[src/rtl/mmas_pkg.sv]
// Shared types and constants for the masked moving average scan filter.
package mmas_pkg;

	localparam int Q_DEPTH = 4;
	localparam int Q_AW = 2;

	typedef struct packed {
		logic avg;
		logic edge_pt;
		logic last;
	} mmas_ctl_t;

	typedef enum logic [1:0] {
		BK_IDLE,
		BK_DIV,
		BK_DONE
	} mmas_bstate_t;

endpackage

[src/rtl/mmas_front.sv]
// Front end: point window, running valid sums and per-result task sequencing.
module mmas_front #(
	parameter int HALF_WINDOW = 4,
	parameter int COORD_WIDTH = 16,
	localparam int WIN = 2 * HALF_WINDOW + 1,
	localparam int CNT_W = $clog2(WIN + 1),
	localparam int SUM_W = COORD_WIDTH + $clog2(WIN)
) (
	input  logic                          clk,
	input  logic                          arst_n,
	input  logic                          push,
	output logic                          full,
	input  logic signed [COORD_WIDTH-1:0] x_mm,
	input  logic signed [COORD_WIDTH-1:0] y_mm,
	input  logic                          point_valid,
	input  logic                          end_of_scan,
	input  logic                          q_full,
	output logic                          q_push,
	output mmas_pkg::mmas_ctl_t           q_ctl,
	output logic signed [COORD_WIDTH-1:0] q_x,
	output logic signed [COORD_WIDTH-1:0] q_y,
	output logic signed [SUM_W-1:0]       q_sx,
	output logic signed [SUM_W-1:0]       q_sy,
	output logic [CNT_W-1:0]              q_cnt
);

	localparam int PS_W = $clog2(2 * HALF_WINDOW + 1);
	localparam int K_W = $clog2(HALF_WINDOW + 1);
	localparam int IDX_W = $clog2(WIN);

	logic signed [COORD_WIDTH-1:0] x_win_q [WIN];
	logic signed [COORD_WIDTH-1:0] y_win_q [WIN];
	logic [WIN-1:0]                v_win_q;
	logic signed [SUM_W-1:0]       sum_x_q;
	logic signed [SUM_W-1:0]       sum_y_q;
	logic [CNT_W-1:0]              cnt_q;
	logic [PS_W-1:0]               seen_q;
	logic                          busy_q;
	logic [K_W-1:0]                k_q;
	logic                          end_q;
	logic                          avg_q;

	logic                    accept;
	logic                    fin;
	logic                    at_half;
	logic [K_W-1:0]          top;
	logic signed [SUM_W-1:0] add_x, add_y, sub_x, sub_y;

	assign fin = !end_q || (k_q == '0);
	assign q_push = busy_q && !q_full;
	assign full = busy_q && !(q_push && fin);
	assign accept = push && !full;

	assign at_half = seen_q >= PS_W'(HALF_WINDOW);
	assign top = at_half ? K_W'(HALF_WINDOW) : K_W'(seen_q);

	assign add_x = point_valid ? SUM_W'(x_mm) : '0;
	assign add_y = point_valid ? SUM_W'(y_mm) : '0;
	assign sub_x = v_win_q[WIN-1] ? SUM_W'(x_win_q[WIN-1]) : '0;
	assign sub_y = v_win_q[WIN-1] ? SUM_W'(y_win_q[WIN-1]) : '0;

	assign q_ctl.avg = avg_q && (k_q == K_W'(HALF_WINDOW));
	assign q_ctl.edge_pt = !q_ctl.avg;
	assign q_ctl.last = end_q && (k_q == '0);
	assign q_x = x_win_q[IDX_W'(k_q)];
	assign q_y = y_win_q[IDX_W'(k_q)];
	assign q_sx = sum_x_q;
	assign q_sy = sum_y_q;
	assign q_cnt = cnt_q;

	always_ff @(posedge clk) begin
		if (accept) begin
			x_win_q[0] <= x_mm;
			y_win_q[0] <= y_mm;
			for (int i = 1; i < WIN; i++) begin
				x_win_q[i] <= x_win_q[i-1];
				y_win_q[i] <= y_win_q[i-1];
			end
		end
	end

	always_ff @(posedge clk or negedge arst_n) begin
		if (!arst_n) begin
			v_win_q <= '0;
			sum_x_q <= '0;
			sum_y_q <= '0;
			cnt_q <= '0;
			seen_q <= '0;
			busy_q <= 1'b0;
			k_q <= '0;
			end_q <= 1'b0;
			avg_q <= 1'b0;
		end else begin
			if (accept) begin
				v_win_q <= {v_win_q[WIN-2:0], point_valid};
				sum_x_q <= sum_x_q + add_x - sub_x;
				sum_y_q <= sum_y_q + add_y - sub_y;
				cnt_q <= cnt_q + CNT_W'(point_valid) - CNT_W'(v_win_q[WIN-1]);
				if (end_of_scan) begin
					seen_q <= '0;
				end else if (seen_q < PS_W'(2 * HALF_WINDOW)) begin
					seen_q <= seen_q + 1'b1;
				end
				busy_q <= end_of_scan || at_half;
				k_q <= end_of_scan ? top : K_W'(HALF_WINDOW);
				end_q <= end_of_scan;
				avg_q <= seen_q >= PS_W'(2 * HALF_WINDOW);
			end else if (q_push && fin) begin
				busy_q <= 1'b0;
			end else if (q_push) begin
				k_q <= k_q - 1'b1;
			end
		end
	end

endmodule

[src/rtl/mmas_fifo.sv]
// Short task queue between the front end and the back end.
module mmas_fifo #(
	parameter int DATA_W = 8
) (
	input  logic              clk,
	input  logic              arst_n,
	input  logic              wr_en,
	input  logic [DATA_W-1:0] wr_data,
	output logic              q_full,
	input  logic              rd_en,
	output logic [DATA_W-1:0] rd_data,
	output logic              q_empty
);

	logic [DATA_W-1:0]         mem_q [mmas_pkg::Q_DEPTH];
	logic [mmas_pkg::Q_AW-1:0] wr_q;
	logic [mmas_pkg::Q_AW-1:0] rd_q;
	logic [mmas_pkg::Q_AW:0]   cnt_q;
	logic                      do_wr;
	logic                      do_rd;

	assign q_full = cnt_q == (mmas_pkg::Q_AW + 1)'(mmas_pkg::Q_DEPTH);
	assign q_empty = cnt_q == '0;
	assign do_wr = wr_en && !q_full;
	assign do_rd = rd_en && !q_empty;
	assign rd_data = mem_q[rd_q];

	always_ff @(posedge clk) begin
		if (do_wr) begin
			mem_q[wr_q] <= wr_data;
		end
	end

	always_ff @(posedge clk or negedge arst_n) begin
		if (!arst_n) begin
			wr_q <= '0;
			rd_q <= '0;
			cnt_q <= '0;
		end else begin
			if (do_wr) begin
				wr_q <= wr_q + 1'b1;
			end
			if (do_rd) begin
				rd_q <= rd_q + 1'b1;
			end
			if (do_wr && !do_rd) begin
				cnt_q <= cnt_q + 1'b1;
			end else if (do_rd && !do_wr) begin
				cnt_q <= cnt_q - 1'b1;
			end
		end
	end

endmodule

[src/rtl/mmas_back.sv]
// Back end: serial mean divider and the result output register.
module mmas_back #(
	parameter int HALF_WINDOW = 4,
	parameter int COORD_WIDTH = 16,
	localparam int WIN = 2 * HALF_WINDOW + 1,
	localparam int CNT_W = $clog2(WIN + 1),
	localparam int SUM_W = COORD_WIDTH + $clog2(WIN)
) (
	input  logic                          clk,
	input  logic                          arst_n,
	input  logic                          q_empty,
	output logic                          q_pop,
	input  mmas_pkg::mmas_ctl_t           q_ctl,
	input  logic signed [COORD_WIDTH-1:0] q_x,
	input  logic signed [COORD_WIDTH-1:0] q_y,
	input  logic signed [SUM_W-1:0]       q_sx,
	input  logic signed [SUM_W-1:0]       q_sy,
	input  logic [CNT_W-1:0]              q_cnt,
	output logic                          empty,
	input  logic                          pop,
	output logic signed [COORD_WIDTH-1:0] avg_x,
	output logic signed [COORD_WIDTH-1:0] avg_y,
	output logic                          all_invalid,
	output logic                          edge_point,
	output logic                          last_of_scan
);

	localparam int STEP_W = $clog2(SUM_W);

	mmas_pkg::mmas_bstate_t state_q, state_d;

	logic                          out_v_q;
	logic signed [COORD_WIDTH-1:0] avg_x_q, avg_y_q;
	logic                          inv_q, edge_q, last_q;
	logic [SUM_W-1:0]              quo_x_q, quo_y_q;
	logic [CNT_W-1:0]              rem_x_q, rem_y_q;
	logic [CNT_W-1:0]              div_q;
	logic                          neg_x_q, neg_y_q;
	logic [STEP_W-1:0]             step_q;

	logic             slot_free;
	logic             take_div;
	logic             load_raw;
	logic             load_zero;
	logic             load_div;
	logic [CNT_W:0]   sh_x, sh_y;
	logic             ge_x, ge_y;
	logic [SUM_W-1:0] res_x, res_y;

	assign slot_free = !out_v_q || pop;
	assign empty = !out_v_q;
	assign avg_x = avg_x_q;
	assign avg_y = avg_y_q;
	assign all_invalid = inv_q;
	assign edge_point = edge_q;
	assign last_of_scan = last_q;

	assign sh_x = {rem_x_q, quo_x_q[SUM_W-1]};
	assign sh_y = {rem_y_q, quo_y_q[SUM_W-1]};
	assign ge_x = sh_x >= {1'b0, div_q};
	assign ge_y = sh_y >= {1'b0, div_q};
	assign res_x = neg_x_q ? -quo_x_q : quo_x_q;
	assign res_y = neg_y_q ? -quo_y_q : quo_y_q;

	always_comb begin
		state_d = state_q;
		q_pop = 1'b0;
		take_div = 1'b0;
		load_raw = 1'b0;
		load_zero = 1'b0;
		load_div = 1'b0;
		case (state_q)
			mmas_pkg::BK_IDLE: begin
				if (!q_empty) begin
					if (q_ctl.avg && (q_cnt != '0)) begin
						q_pop = 1'b1;
						take_div = 1'b1;
						state_d = mmas_pkg::BK_DIV;
					end else if (slot_free) begin
						q_pop = 1'b1;
						load_raw = !q_ctl.avg;
						load_zero = q_ctl.avg;
					end
				end
			end
			mmas_pkg::BK_DIV: begin
				if (step_q == '0) begin
					state_d = mmas_pkg::BK_DONE;
				end
			end
			mmas_pkg::BK_DONE: begin
				if (slot_free) begin
					load_div = 1'b1;
					state_d = mmas_pkg::BK_IDLE;
				end
			end
			default: begin
				state_d = mmas_pkg::BK_IDLE;
			end
		endcase
	end

	always_ff @(posedge clk or negedge arst_n) begin
		if (!arst_n) begin
			state_q <= mmas_pkg::BK_IDLE;
			out_v_q <= 1'b0;
		end else begin
			state_q <= state_d;
			if (load_raw || load_zero || load_div) begin
				out_v_q <= 1'b1;
			end else if (pop) begin
				out_v_q <= 1'b0;
			end
		end
	end

	always_ff @(posedge clk) begin
		if (take_div) begin
			quo_x_q <= q_sx[SUM_W-1] ? -q_sx : q_sx;
			quo_y_q <= q_sy[SUM_W-1] ? -q_sy : q_sy;
			neg_x_q <= q_sx[SUM_W-1];
			neg_y_q <= q_sy[SUM_W-1];
			rem_x_q <= '0;
			rem_y_q <= '0;
			div_q <= q_cnt;
			step_q <= STEP_W'(SUM_W - 1);
			last_q <= last_q;
		end else if (state_q == mmas_pkg::BK_DIV) begin
			quo_x_q <= {quo_x_q[SUM_W-2:0], ge_x};
			quo_y_q <= {quo_y_q[SUM_W-2:0], ge_y};
			rem_x_q <= ge_x ? CNT_W'(sh_x - {1'b0, div_q}) : CNT_W'(sh_x);
			rem_y_q <= ge_y ? CNT_W'(sh_y - {1'b0, div_q}) : CNT_W'(sh_y);
			step_q <= step_q - 1'b1;
		end
		if (load_raw) begin
			avg_x_q <= q_x;
			avg_y_q <= q_y;
			inv_q <= 1'b0;
			edge_q <= 1'b1;
			last_q <= q_ctl.last;
		end else if (load_zero) begin
			avg_x_q <= '0;
			avg_y_q <= '0;
			inv_q <= 1'b1;
			edge_q <= 1'b0;
			last_q <= 1'b0;
		end else if (load_div) begin
			avg_x_q <= res_x[COORD_WIDTH-1:0];
			avg_y_q <= res_y[COORD_WIDTH-1:0];
			inv_q <= 1'b0;
			edge_q <= 1'b0;
			last_q <= 1'b0;
		end
	end

endmodule

[src/rtl/masked_moving_average_scan_top.sv]
// A point's result follows HALF_WINDOW points later; a raw result passes through the task queue and
// the output register, an averaged one also through the serial divider's BK_DIV and BK_DONE states.
// The front takes one point per cycle while the queue has room; an end-of-scan point blocks input
// until its tail results are queued, one per cycle while the queue has room.
// Raw results leave at one per cycle while popped; averaged ones at one per divider run.
// Reset clears the window valid bits, running sums, scan position, queue and output valid flag.
module masked_moving_average_scan_top #(
	parameter int HALF_WINDOW = 4,
	parameter int COORD_WIDTH = 16
) (
	input  logic                          clk,
	input  logic                          arst_n,
	input  logic                          push,
	output logic                          full,
	input  logic signed [COORD_WIDTH-1:0] x_mm,
	input  logic signed [COORD_WIDTH-1:0] y_mm,
	input  logic                          point_valid,
	input  logic                          end_of_scan,
	output logic                          empty,
	input  logic                          pop,
	output logic signed [COORD_WIDTH-1:0] avg_x,
	output logic signed [COORD_WIDTH-1:0] avg_y,
	output logic                          all_invalid,
	output logic                          edge_point,
	output logic                          last_of_scan
);

	localparam int WIN = 2 * HALF_WINDOW + 1;
	localparam int CNT_W = $clog2(WIN + 1);
	localparam int SUM_W = COORD_WIDTH + $clog2(WIN);
	localparam int ENT_W = $bits(mmas_pkg::mmas_ctl_t) + 2 * COORD_WIDTH + 2 * SUM_W + CNT_W;

	logic                          q_full, q_push, q_empty, q_pop;
	mmas_pkg::mmas_ctl_t           f_ctl, b_ctl;
	logic signed [COORD_WIDTH-1:0] f_x, f_y, b_x, b_y;
	logic signed [SUM_W-1:0]       f_sx, f_sy, b_sx, b_sy;
	logic [CNT_W-1:0]              f_cnt, b_cnt;
	logic [ENT_W-1:0]              q_wdata, q_rdata;

	assign q_wdata = {f_ctl, f_x, f_y, f_sx, f_sy, f_cnt};
	assign {b_ctl, b_x, b_y, b_sx, b_sy, b_cnt} = q_rdata;

	mmas_front #(
		.HALF_WINDOW(HALF_WINDOW),
		.COORD_WIDTH(COORD_WIDTH)
	) u_front (
		.clk(clk),
		.arst_n(arst_n),
		.push(push),
		.full(full),
		.x_mm(x_mm),
		.y_mm(y_mm),
		.point_valid(point_valid),
		.end_of_scan(end_of_scan),
		.q_full(q_full),
		.q_push(q_push),
		.q_ctl(f_ctl),
		.q_x(f_x),
		.q_y(f_y),
		.q_sx(f_sx),
		.q_sy(f_sy),
		.q_cnt(f_cnt)
	);

	mmas_fifo #(
		.DATA_W(ENT_W)
	) u_fifo (
		.clk(clk),
		.arst_n(arst_n),
		.wr_en(q_push),
		.wr_data(q_wdata),
		.q_full(q_full),
		.rd_en(q_pop),
		.rd_data(q_rdata),
		.q_empty(q_empty)
	);

	mmas_back #(
		.HALF_WINDOW(HALF_WINDOW),
		.COORD_WIDTH(COORD_WIDTH)
	) u_back (
		.clk(clk),
		.arst_n(arst_n),
		.q_empty(q_empty),
		.q_pop(q_pop),
		.q_ctl(b_ctl),
		.q_x(b_x),
		.q_y(b_y),
		.q_sx(b_sx),
		.q_sy(b_sy),
		.q_cnt(b_cnt),
		.empty(empty),
		.pop(pop),
		.avg_x(avg_x),
		.avg_y(avg_y),
		.all_invalid(all_invalid),
		.edge_point(edge_point),
		.last_of_scan(last_of_scan)
	);

	a_push_room: assert property (@(posedge clk) disable iff (!arst_n)
		q_push |-> !q_full)
		else $error("Task queued while the queue is full.");

	a_invalid_zero: assert property (@(posedge clk) disable iff (!arst_n)
		(!empty && all_invalid) |-> (avg_x == '0 && avg_y == '0 && !edge_point))
		else $error("All-invalid result carries data or an edge mark.");

	a_last_is_edge: assert property (@(posedge clk) disable iff (!arst_n)
		(!empty && last_of_scan) |-> edge_point)
		else $error("Final result of a scan is not a raw edge point.");

	a_avg_task_counted: assert property (@(posedge clk) disable iff (!arst_n)
		(q_push && f_ctl.avg) |-> !f_ctl.last)
		else $error("Averaged task marked as the end of a scan.");

endmodule
[config.mk]
export PLATFORM = sky130hd
export DESIGN_NAME = masked_moving_average_scan_top
export DESIGN_NICKNAME = d
export VERILOG_FILES = /design/src/rtl/mmas_pkg.sv /design/src/rtl/mmas_front.sv /design/src/rtl/mmas_fifo.sv /design/src/rtl/mmas_back.sv /design/src/rtl/masked_moving_average_scan_top.sv
export SDC_FILE = /design/constraint.sdc
export NUM_CORES = 1
export LEC_CHECK = 0
export ABC_AREA = 1
export BUFFER_PORTS_ARGS = -buffer_cell sky130_fd_sc_hd__buf_2
export CORE_MARGIN = 4
export CORE_UTILIZATION = 40
export DETAILED_ROUTE_END_ITERATION = 8
export PLACE_DENSITY = 0.52
export SYNTH_ARGS = -nofsm -noshare
export SYNTH_HDL_FRONTEND = slang
export SYNTH_SLANG_ARGS = --single-unit
[constraint.sdc]
create_clock -name clk -period 6.2 [get_ports clk]
set_input_delay 1.24 -clock clk [delete_from_list [all_inputs] [get_ports clk]]
set_output_delay 1.24 -clock clk [all_outputs]
set_load 0.03 [all_outputs]
==> impl_metrics.yaml <==
detailed_routing:
  wl_um: 86700
  vias: 23400
  via_per_inst: 5.09
  ant_nets: 0
  drt_iter0_drc: 1886
  wl_per_cell_um: 18.9
  firstDrtPassIters: 9
  drc: 0
layout:
  nets: 3512
  area_growth_pct: 12.1
  stdcell_count: 4591
  n_fill_cell: 8088
  final_layout_size_suffix_gt1_share_pct: 7.60
  post-route-util_pct: 45.3
clock_network:
  h-tree-depth: 3
  cts_buffers: 84
  insertion_delay_ns: 0.64
  cts_sinks: 767
  root_buffer: "clkbuf_16"
  postCtsHoldBufs: 0
  clkTransAtPathRegs_ns: 0.06
  post-cts-setup-buffer-count: 0
  clockBufferDepth: 3
  cts_tree: "yes"
  cts_resized: 0
global_route:
  grt_pass1_vias: 22500
  grt_max_degree: 116
  antenna_found_initial: 2
  grt_overflow_total: 0
  grt_first_pass_wirelength_um: 133000
  grtUsageTotal_pct: 18.4
logic_synthesis:
  yosys.area.top_type: "edfxtp_1"
  yosys_warnings: 0
  synth_area_leaders: "edfxtp_1 (58%), nand2_1 (7.8%), dfrtp_1 (5.2%)"
  syn_avg_cell_area_um2: 10.6
  synth.top_cell.area_share_pct: 58.1
  ys_seq_area_share_pct: 64.2
  synth_ff_type: "edfxtp_1"
  async_flop_share_pct: 9.52
  synth.top_cells.by_count: "nand2_1 (733), edfxtp_1 (679), nor2_1 (386)"
  synthCells: 3308
  synth_nets: 3456
  synth-seq-cells: 767
  yosysMostFrequentCell: "nand2_1"
  synth_edf_count: 679
  yosysUniqueCellTypes: 45
  netlist_area_mm2: 0.0351
placement:
  place_congestion: 0.865
  dp_hpwl_um: 57100
  dp.cells: 4433
  port_buffers: 74
min_path:
  hp-class: "reg -> reg"
critical_path:
  reg2reg_depth: 10
  setup.worst_path.start_class: "flop"
  r2r-end: "u_front.seen_q[2]$_DFFE_PN0P_"
  required_ns: 4.96
  end_kind: "output port"
  crit_end: "full"
  path_max_fanout: 68
  path_class: "reg -> out"
  crit_start: "u_front.k_q[0]$_DFFE_PN0P_"
  r2r_setup_slack_ns: 2.01
  rr_startpoint: "u_front.k_q[0]$_DFFE_PN0P_"
  cp.arrival_ns: 3.78
sta:
  skew_ns: 0.0214
  layout_min_cycle_time_ns: 5.02
  relSlewSlack_pct: 22.3
  fmax_mhz: 199
  setup_tns_ns: 0
  slew_viol_final: 0
  post-route-period-util_pct: 80.9
  rsz0062_at_grt: "false"
  hold_viol_final: 0
  worstMarginPinSlew_ns: 1.16
  setup_viol: 0
floorplan:
  num_rows: 108
  core_mm2: 0.0869
  start_util_pct: 40.4
  die_w_um: 304
  pin_count: 75
  die-area_mm2: 0.0925
  dieHeight_um: 304
run_status:
  status: "completed"
job:
  cap_violations: 0
metal layers:
metal  vias to the layer above  share of wire (%)  global-route usage, %  routed length (um)
met1                     11300                 49                   27.9               42300
met3                        90                5.5                   2.83                4780
li1                      11400                  -                      -                   -
met4                         0                1.7                   4.32                1510
met2                       558                 44                   27.8               38100
met5                         -                  0                      0                   0
area by class of cell:
class / count / area (um2) / area share, %
repair buffers: 110 / 681 / 1.73
clock buffers: 126 / 2350 / 5.98
inverters: 325 / 1230 / 3.13
well taps: 1155 / 1450 / 3.67
flip-flops and latches: 767 / 22500 / 57.3
clock inverters: 30 / 364 / 0.926
diodes: 2 / 5.00 / 0.0127
multi-input cells: 2076 / 10700 / 27.3
how the worst min path moves through the flow:
stage / start / endpoint / slack (ns) / cells after the start
3_3_place_gp: u_front.y_win_q[1][14]$_DFFE_PP_ / u_front.y_win_q[2][14]$_DFFE_PP_ / 0.42 / 0
5_1_grt: u_front.x_win_q[5][3]$_DFFE_PP_ / u_front.x_win_q[6][3]$_DFFE_PP_ / 0.45 / 0
4_1_cts: u_front.y_win_q[4][14]$_DFFE_PP_ / u_front.y_win_q[5][14]$_DFFE_PP_ / 0.44 / 0
6_report: u_front.y_win_q[6][12]$_DFFE_PP_ / u_front.y_win_q[7][12]$_DFFE_PP_ / 0.44 / 0
3_5_place_dp: u_front.y_win_q[6][3]$_DFFE_PP_ / u_front.y_win_q[7][3]$_DFFE_PP_ / 0.43 / 0
2_1_floorplan: u_front.x_win_q[1][0]$_DFFE_PP_ / u_front.x_win_q[2][0]$_DFFE_PP_ / 0.42 / 0
worst max-delay path, stage by stage, from the launching register on:
cell and delay, ns:
dfrtp_4 0.86, clkinv_2 0.90, ha_1 0.55, a21oi_1 0.20, o21ai_1 0.25, inv_1 0.12
buf_2 0.20
registers in the layout (all words and copies together), names as in the netlist, 5 cells and up:
register,flops
u_fifo.mem_q,312
u_front.x_win_q,144
u_front.y_win_q,144
u_back.quo_x_q,20
u_back.quo_y_q,20
u_front.q_sx,20
u_front.q_sy,20
u_back.avg_x,16
u_back.avg_y,16
u_front.v_win_q,9
u_back.step_q,5
through the flow:
step | setup WS [ns] | cell area [um2] | hold WS, ns
after global placement | 1.80 | 36600 | 0.422
final | 1.18 | 39300 | 0.439
after floorplan | 0.557 | 35100 | 0.421
after detailed placement | 1.82 | 36600 | 0.427
after CTS | 1.14 | 39300 | 0.440
after global routing | 0.942 | 39300 | 0.450
logic make-up (layout without fill, tap and decap cells):
logic type | after synthesis | after routing | share of synthesized area, %
AND/OR/NAND/NOR | 1402 | 1402 | 16.3
flip-flops | 767 | 767 | 64.2
AO/OA/AOI/OAI | 505 | 505 | 7.95
other | 0 | 2 | 0
XOR/XNOR | 59 | 59 | 1.47
adder cells (fa/ha/maj) | 110 | 110 | 4.82
buffers and inverters | 465 | 591 | 5.32
layout by cell type (no fill, tap or decap), types with 6 or more instances in the layout:
cell       count
nand3b_1       7
inv_1        312
nor2_1       382
nand4_1       23
nand2_1      731
a21oi_1       65
clkbuf_8       7
fa_1          42
o21a_1         8
xnor2_1       21
clkinv_2      11
nor2_4         7
inv_2          9
bufinv_16      6
o211ai_1       7
clkbuf_16     85
o21bai_1      13
buf_4         34
clkinv_1       8
buf_2         73
a31oi_1       33
o21ai_0      272
edfxtp_1     679
nor3_1        20
dfrtp_1       69
ha_1          68
o22ai_1       60
dfxtp_1       15
a22o_1         8
clkbuf_1      34
xor2_1        38
o21ai_1       28
nand3_1      217
Power is not shown: default switching activity piles up to over one toggle a cycle in this logic, so the estimate is an artifact.
